<file path="src/rtl/lpdw_pkg.sv">
// Package for the loop deadline watchdog: field widths, opcode, status,
// reason and register index codes, and the packed result layout.
// No dependencies.
package lpdw_pkg;

   localparam int unsigned TIME_WIDTH  = 32;
   localparam int unsigned COUNT_WIDTH = 8;
   localparam int unsigned OP_WIDTH    = 2;
   localparam int unsigned CSR_WIDTH   = 32;
   localparam int unsigned CSR_IDX_W   = 2;

   typedef enum logic [1:0] {
      OP_EVALUATE = 2'd0,
      OP_KICK     = 2'd1,
      OP_RESET    = 2'd2
   } opcode_type;

   typedef enum logic [1:0] {
      STATUS_OK      = 2'd0,
      STATUS_WARNING = 2'd1,
      STATUS_EXPIRED = 2'd2
   } status_type;

   typedef enum logic [2:0] {
      REASON_NOMINAL     = 3'd0,
      REASON_LOOP_MISSED = 3'd1,
      REASON_KICK_WARN   = 3'd2,
      REASON_MAX_MISSED  = 3'd3,
      REASON_TIMEOUT     = 3'd4
   } reason_type;

   typedef enum logic [CSR_IDX_W-1:0] {
      CSR_LOOP_DEADLINE = 2'd0,
      CSR_WARNING       = 2'd1,
      CSR_TIMEOUT       = 2'd2,
      CSR_MAX_MISSED    = 2'd3
   } csr_index_type;

   localparam logic [TIME_WIDTH-1:0]  RST_LOOP_DEADLINE = TIME_WIDTH'(100);
   localparam logic [TIME_WIDTH-1:0]  RST_WARNING       = TIME_WIDTH'(500);
   localparam logic [TIME_WIDTH-1:0]  RST_TIMEOUT       = TIME_WIDTH'(1000);
   localparam logic [COUNT_WIDTH-1:0] RST_MAX_MISSED    = COUNT_WIDTH'(3);

   // Result layout, first field in the highest bits (80 bits, whole bytes).
   typedef struct packed {
      reason_type             reason_code;
      logic [COUNT_WIDTH-1:0] missed_count;
      logic [TIME_WIDTH-1:0]  kick_time_ms;
      logic [TIME_WIDTH-1:0]  elapsed_ms;
      logic                   alive;
      logic                   timing_good;
      logic                   fault;
      status_type             status;
   } result_type;

   localparam int unsigned RSP_WIDTH = $bits(result_type);
   localparam int unsigned REQ_WIDTH = 2 * TIME_WIDTH;

endpackage

</file>
<file path="src/rtl/loop_deadline_watchdog.sv">
// Loop deadline watchdog top level: input register, rule evaluation and
// result register. Depends on lpdw_pkg.
//
// channel | direction | handshake              | payload
// req_    | in        | req_tvalid/req_tready  | tdata {loop_dur_ms, now_ms}, tuser opcode
// rsp_    | out       | rsp_tvalid/rsp_tready  | tdata result_type (80 bits)
// csr_    | in        | csr_we                 | csr_index, csr_wdata
//
// One item per cycle sustained while rsp_tready stays high. An item is held
// in the input register; an evaluate result then loads into the result
// register as the item advances, and rsp_tvalid rises with it.
// Kick, reset and the unused opcode update state (or nothing) and leave no
// result.
// Kicks and resets pass a waiting result; an evaluate holds in the input
// register until the result register is empty or being taken, and req_tready
// drops behind it.
// Synchronous active-high reset clears valid bits, the watchdog state and
// loads the register defaults.
module loop_deadline_watchdog (
   input  logic                             clock,
   input  logic                             reset,
   input  logic                             req_tvalid,
   output logic                             req_tready,
   // [31:0] now_ms, [63:32] loop_dur_ms
   input  logic [lpdw_pkg::REQ_WIDTH-1:0]   req_tdata,
   // [1:0] opcode
   input  logic [lpdw_pkg::OP_WIDTH-1:0]    req_tuser,
   output logic                             rsp_tvalid,
   input  logic                             rsp_tready,
   // [1:0] status, [2] fault, [3] timing_good, [4] alive,
   // [36:5] elapsed_ms, [68:37] kick_time_ms, [76:69] missed_count,
   // [79:77] reason_code
   output logic [lpdw_pkg::RSP_WIDTH-1:0]   rsp_tdata,
   input  logic                             csr_we,
   input  logic [lpdw_pkg::CSR_IDX_W-1:0]   csr_index,
   input  logic [lpdw_pkg::CSR_WIDTH-1:0]   csr_wdata
);
   import lpdw_pkg::*;

   // Configuration registers
   logic [TIME_WIDTH-1:0]  loop_deadline_ff;
   logic [TIME_WIDTH-1:0]  warning_ff;
   logic [TIME_WIDTH-1:0]  timeout_ff;
   logic [COUNT_WIDTH-1:0] max_missed_ff;

   // Watchdog state
   logic [TIME_WIDTH-1:0]  kick_time_ff;
   logic [TIME_WIDTH-1:0]  kick_time_in;
   logic [COUNT_WIDTH-1:0] miss_cnt_ff;
   logic [COUNT_WIDTH-1:0] miss_cnt_in;

   // Input register
   logic                   s1_valid_ff;
   opcode_type             s1_op_ff;
   logic [TIME_WIDTH-1:0]  s1_now_ff;
   logic [TIME_WIDTH-1:0]  s1_dur_ff;

   // Result register
   logic                   rsp_valid_ff;
   result_type             rsp_ff;
   result_type             rsp_in;

   logic                   rsp_free;
   logic                   s1_is_eval;
   logic                   s1_advance;
   logic                   req_xfer;

   logic                   overran;
   logic [TIME_WIDTH-1:0]  elapsed;

   assign rsp_free   = !rsp_valid_ff || rsp_tready;
   assign s1_is_eval = (s1_op_ff == OP_EVALUATE);
   // Items without a result never wait on the output side.
   assign s1_advance = s1_valid_ff && (rsp_free || !s1_is_eval);
   assign req_tready = !s1_valid_ff || s1_advance;
   assign req_xfer   = req_tvalid && req_tready;

   // Configuration writes
   always_ff @(posedge clock) begin
      if (reset) begin
         loop_deadline_ff <= RST_LOOP_DEADLINE;
         warning_ff       <= RST_WARNING;
         timeout_ff       <= RST_TIMEOUT;
         max_missed_ff    <= RST_MAX_MISSED;
      end else if (csr_we) begin
         unique case (csr_index_type'(csr_index))
            CSR_LOOP_DEADLINE: loop_deadline_ff <= csr_wdata[TIME_WIDTH-1:0];
            CSR_WARNING:       warning_ff       <= csr_wdata[TIME_WIDTH-1:0];
            CSR_TIMEOUT:       timeout_ff       <= csr_wdata[TIME_WIDTH-1:0];
            CSR_MAX_MISSED:    max_missed_ff    <= csr_wdata[COUNT_WIDTH-1:0];
            default: ;
         endcase
      end
   end

   // Input register: load on transfer, drop when it advances empty-handed.
   always_ff @(posedge clock) begin
      if (reset) begin
         s1_valid_ff <= 1'b0;
      end else if (req_xfer) begin
         s1_valid_ff <= 1'b1;
      end else if (s1_advance) begin
         s1_valid_ff <= 1'b0;
      end
   end

   always_ff @(posedge clock) begin
      if (req_xfer) begin
         s1_op_ff  <= opcode_type'(req_tuser);
         s1_now_ff <= req_tdata[TIME_WIDTH-1:0];
         s1_dur_ff <= req_tdata[2*TIME_WIDTH-1:TIME_WIDTH];
      end
   end

   // Rule evaluation on the held item against the current state
   assign overran = (s1_dur_ff >= loop_deadline_ff);
   assign elapsed = (s1_now_ff >= kick_time_ff) ? (s1_now_ff - kick_time_ff)
                                                : '0;

   always_comb begin
      kick_time_in = kick_time_ff;
      miss_cnt_in  = miss_cnt_ff;
      unique case (s1_op_ff)
         OP_KICK: begin
            kick_time_in = s1_now_ff;
         end
         OP_RESET: begin
            kick_time_in = s1_now_ff;
            miss_cnt_in  = '0;
         end
         OP_EVALUATE: begin
            // saturate at all ones instead of wrapping
            if (overran && (miss_cnt_ff != {COUNT_WIDTH{1'b1}})) begin
               miss_cnt_in = miss_cnt_ff + COUNT_WIDTH'(1);
            end
         end
         default: ;
      endcase
   end

   // Later rules override earlier ones.
   always_comb begin
      rsp_in.status         = STATUS_OK;
      rsp_in.fault          = 1'b0;
      rsp_in.timing_good    = 1'b1;
      rsp_in.alive          = 1'b1;
      rsp_in.reason_code    = REASON_NOMINAL;
      rsp_in.elapsed_ms     = elapsed;
      rsp_in.kick_time_ms   = kick_time_ff;
      rsp_in.missed_count   = miss_cnt_in;
      if (overran) begin
         rsp_in.timing_good    = 1'b0;
         rsp_in.status         = STATUS_WARNING;
         rsp_in.reason_code    = REASON_LOOP_MISSED;
      end
      if ((elapsed >= warning_ff) && (elapsed < timeout_ff)) begin
         rsp_in.status      = STATUS_WARNING;
         rsp_in.reason_code = REASON_KICK_WARN;
      end
      if (miss_cnt_in >= max_missed_ff) begin
         rsp_in.status         = STATUS_EXPIRED;
         rsp_in.fault          = 1'b1;
         rsp_in.timing_good    = 1'b0;
         rsp_in.reason_code    = REASON_MAX_MISSED;
      end
      if (elapsed >= timeout_ff) begin
         rsp_in.status      = STATUS_EXPIRED;
         rsp_in.fault       = 1'b1;
         rsp_in.alive       = 1'b0;
         rsp_in.reason_code = REASON_TIMEOUT;
      end
   end

   // Commit state as the item leaves the input register.
   always_ff @(posedge clock) begin
      if (reset) begin
         kick_time_ff <= '0;
         miss_cnt_ff  <= '0;
      end else if (s1_advance) begin
         kick_time_ff <= kick_time_in;
         miss_cnt_ff  <= miss_cnt_in;
      end
   end

   // Result register: hold while stalled, advance on evaluate.
   always_ff @(posedge clock) begin
      if (reset) begin
         rsp_valid_ff <= 1'b0;
      end else if (s1_advance && s1_is_eval) begin
         rsp_valid_ff <= 1'b1;
      end else if (rsp_tready) begin
         rsp_valid_ff <= 1'b0;
      end
   end

   always_ff @(posedge clock) begin
      if (s1_advance && s1_is_eval) begin
         rsp_ff <= rsp_in;
      end
   end

   assign rsp_tvalid = rsp_valid_ff;
   assign rsp_tdata  = rsp_ff;

   // A reset item leaves the counter cleared.
   a_reset_clears: assert property (@(posedge clock) disable iff (reset)
      (s1_advance && (s1_op_ff == OP_RESET)) |=> (miss_cnt_ff == '0))
      else $error("miss counter not cleared by reset item");

   // Evaluate never lowers the counter.
   a_count_monotonic: assert property (@(posedge clock) disable iff (reset)
      (s1_advance && s1_is_eval) |=> (miss_cnt_ff >= $past(miss_cnt_ff)))
      else $error("miss counter decreased on evaluate");

   // Fault goes with expired status.
   a_fault_expired: assert property (@(posedge clock) disable iff (reset)
      rsp_valid_ff |-> (rsp_ff.fault == (rsp_ff.status == STATUS_EXPIRED)))
      else $error("fault and status disagree");

   // Loss of alive can only come from the timeout rule.
   a_alive_reason: assert property (@(posedge clock) disable iff (reset)
      (rsp_valid_ff && !rsp_ff.alive) |-> (rsp_ff.reason_code == REASON_TIMEOUT))
      else $error("alive cleared without timeout reason");

endmodule

</file>
<file path="config.mk">
export PLATFORM = sky130hd
export DESIGN_NAME = loop_deadline_watchdog
export DESIGN_NICKNAME = d
export VERILOG_FILES = /design/src/rtl/lpdw_pkg.sv /design/src/rtl/loop_deadline_watchdog.sv
export SDC_FILE = /design/constraint.sdc
export NUM_CORES = 1
export LEC_CHECK = 0
export ABC_CLOCK_PERIOD_IN_PS = 8400
export BUFFER_PORTS_ARGS = -buffer_cell sky130_fd_sc_hd__buf_2
export CORE_MARGIN = 2
export CORE_UTILIZATION = 53
export CTS_BUF_LIST = sky130_fd_sc_hd__clkbuf_8
export CTS_CLUSTER_SIZE = 25
export DETAILED_ROUTE_END_ITERATION = 10
export PLACE_DENSITY = 0.76
export SYNTH_ARGS = -nofsm -noshare
export SYNTH_HDL_FRONTEND = slang
export SYNTH_SLANG_ARGS = --single-unit
</file>
<file path="constraint.sdc">
create_clock -name clock -period 8.4 [get_ports clock]
set_clock_uncertainty 0.15 [all_clocks]
set_input_delay 0.84 -clock clock [delete_from_list [all_inputs] [get_ports clock]]
set_output_delay 0.84 -clock clock [all_outputs]
set_load 0.05 [all_outputs]
</file>
==> impl_metrics.env <==
export IMPL_slew_viol_final=0
export IMPL_setup_tns_ns=0
export IMPL_synth_top_area_share_pct=30.4
export IMPL_grt_pass1_wl_microns=55200
export IMPL_wl_per_cell_microns=16.5
export IMPL_cts_hold_fix_buffers=0
export IMPL_htreeDepth=2
export IMPL_clkLatencyLatePin_ns=0.57
export IMPL_slew_headroom_pct=19.0
export IMPL_final_common_cell="nand2_1"
export IMPL_period_share_pct=69.4
export IMPL_clockBufferDepth=3
export IMPL_grt_pass1_vias=10800
export IMPL_tritoncts="built"
export IMPL_rsz0062_at_grt="false"
export IMPL_initial_core_util_pct=53.8
export IMPL_fmax_ghz=0.172
export IMPL_final_nets=1946
export IMPL_run_status="completed"
export IMPL_num_rows=60
export IMPL_antenna_cells=0
export IMPL_design_core_area_sq_um=26800
export IMPL_numCtsBuffers=50
export IMPL_drive_gt1_share_pct=16.7
export IMPL_finalPower_w=0.00344
export IMPL_min_period_ns=5.83
export IMPL_hpwl_microns=24900
export IMPL_drc=0
export IMPL_cellPowerDensity_nw_per_um2=207
export IMPL_postRouteWirelength_microns=34300
export IMPL_final_setup_worst_slack_ns=2.57
export IMPL_via_per_inst=5.36
export IMPL_syn_area_sq_um=14400
export IMPL_path_clk_slew_ns=0.07
export IMPL_worst_slew_pin_slew_ns=1.21
export IMPL_mostFrequentLayoutCells="nand2_1, buf_2, a21oi_1"
export IMPL_initialDrtViolationCount=900
export IMPL_ant_nets=0
export IMPL_ys_seq_elements=292
export IMPL_ys_types=64
export IMPL_drtPass1Iterations=5
export IMPL_crit_arrival_ns=5.99
export IMPL_vias=11200
export IMPL_gp_congestion=0.916
export IMPL_cts_setup_buffers=0
export IMPL_track_usage_pct=24.1
export IMPL_ys_flop_type="edfxtp_1"
export IMPL_hold_viol_final=0
export IMPL_worstPathMaxFanout=33
export IMPL_synth_area_leader_cell="edfxtp_1"
export IMPL_syn_inst=1513
export IMPL_root_buffer="clkbuf_8"
export IMPL_overflow=0
export IMPL_drv_cap=0
export IMPL_ys_seq_area_share_pct=50.7
export IMPL_avgSynthCellArea_sq_um=9.53
export IMPL_synth_edf_count=146
export IMPL_fp_dieH_microns=169
export IMPL_vdd_ir_drop_max_mv=0.157
export IMPL_die_width_microns=169
export IMPL_cts_resized=0
export IMPL_leakage_nw=6.77
export IMPL_antenna_found_initial=0
export IMPL_fin_util_pct=62.2
export IMPL_worstSetupPathType="reg -> reg"
export IMPL_numPortBuffers=186
export IMPL_grt_max_degree=109
export IMPL_crit_required_ns=8.57
export IMPL_synth_fp_nets=1758
export IMPL_clock_sinks=292
export IMPL_cp_end_kind="register"
export IMPL_hold_class="in -> reg"
export IMPL_die_area_sq_um=28500
export IMPL_crit_path_start_kind="register"
export IMPL_async_flop_share_pct=0
export IMPL_place_ws_ns=2.58
export IMPL_yosysWarnings=0
export IMPL_finalSetupViolCount=0
export IMPL_synth_area_top_cells="edfxtp_1, dfxtp_1, ha_1"
export IMPL_ioPinCount=187
export IMPL_synthToLayoutAreaGrowth_pct=15.5
[layout make-up]
| cell class | instances | area, sq um |
|---|---|---|
| clock buffer | 62 | 853 |
| clock inverter | 30 | 184 |
| fill | 2280 | 10100 |
| inverter | 143 | 537 |
| multi-input combinational | 1023 | 6380 |
| sequential | 292 | 7310 |
| tap | 341 | 427 |
| timing repair buffer | 191 | 971 |
[kinds of logic (layout without fill, tap and decap cells)]
| group | after synthesis | in the layout | synth area share, % |
|---|---|---|---|
| AND/OR/NAND/NOR | 538 | 538 | 16.5 |
| AO/OA/AOI/OAI | 320 | 320 | 13.7 |
| flip-flops | 292 | 292 | 50.7 |
| buffers and inverters | 198 | 426 | 5.28 |
| adder cells (fa/ha/maj) | 140 | 140 | 12.2 |
| XOR/XNOR | 19 | 19 | 1.15 |
| multiplexers | 6 | 6 | 0.417 |
[state kept, by name (all words and copies together), names as in the netlist, 8 cells and up]
name / flops
miss_cnt_ff: 8
s1_now_ff: 32
loop_deadline_ff: 32
timeout_ff: 32
warning_ff: 32
max_missed_ff: 8
s1_dur_ff: 32
kick_time_ff: 32
rsp_tdata: 80
[power by group]
group	switching (W)	internal, W
registers	0.0000282	0.00156
logic	0.000342	0.000207
clock network	0.000573	0.000728
[final timing paths]
kind	startpoint	endpoint	slack, ns	cells past startpoint
max	s1_now_ff[0]	rsp_tdata[0]	2.57	23
min	req_tdata[2]	s1_now_ff[2]	0.30	1
max reg2reg	s1_now_ff[0]	rsp_tdata[0]	2.57	23
min reg2reg	warning_ff[22]	warning_ff[22]	0.30	2
[stage by stage]
| stage | instances | instance area (sq um) | hold WS, ns |
|---|---|---|---|
| 3_3_place_gp | 1990 | 15600 | 0.286 |
| 5_1_grt | 2082 | 16700 | 0.275 |
| 3_5_place_dp | 1990 | 15600 | 0.293 |
| 6_report | 2082 | 16700 | 0.298 |
| 4_1_cts | 2082 | 16700 | 0.272 |
| 2_1_floorplan | 1513 | 14400 | 0.280 |
[critical path: stages, from the launching register on]
cell and delay (ns):
edfxtp_1 0.40, inv_1 0.08, ha_1 0.15, inv_1 0.06, fa_1 0.40, a21o_1 0.19, a21o_1 0.21, a221oi_2 0.32
nor2_1 0.14, o21ai_1 0.24, nand3_1 0.12, a311oi_1 0.32, o31a_2 0.62, or2_2 0.24, ha_1 0.22, nand2b_1 0.14
a21o_1 0.17, a21o_1 0.17, a21oi_1 0.16, o21ai_0 0.12, a2111oi_0 0.47, o31a_1 0.23, nand2_1 0.06, and3b_1 0.20
[synthesized netlist by cell type, types with 14 or more instances]
cell type and number:
nor3_1 25, nor2_1 77, a21oi_1 171, edfxtp_1 146
nand4_1 24, a21o_1 44, o21ai_0 28, nor2b_1 18
nand2_1 314, o21a_1 14, nand3_1 15, clkbuf_1 49
dfxtp_1 146, and3_1 14, nand3b_1 15, inv_1 143
ha_1 139
[layer usage]
layer | global-route usage [%] | part of all wire [%] | up-vias
met1 | 34.9 | 47 | 5124
li1 | - | - | 5606
met4 | 7.05 | 2.0 | 0
met3 | 3.83 | 6.3 | 53
met2 | 37.4 | 44 | 386
met5 | 0 | 0 | -
Power figures use the tool's default switching activity.
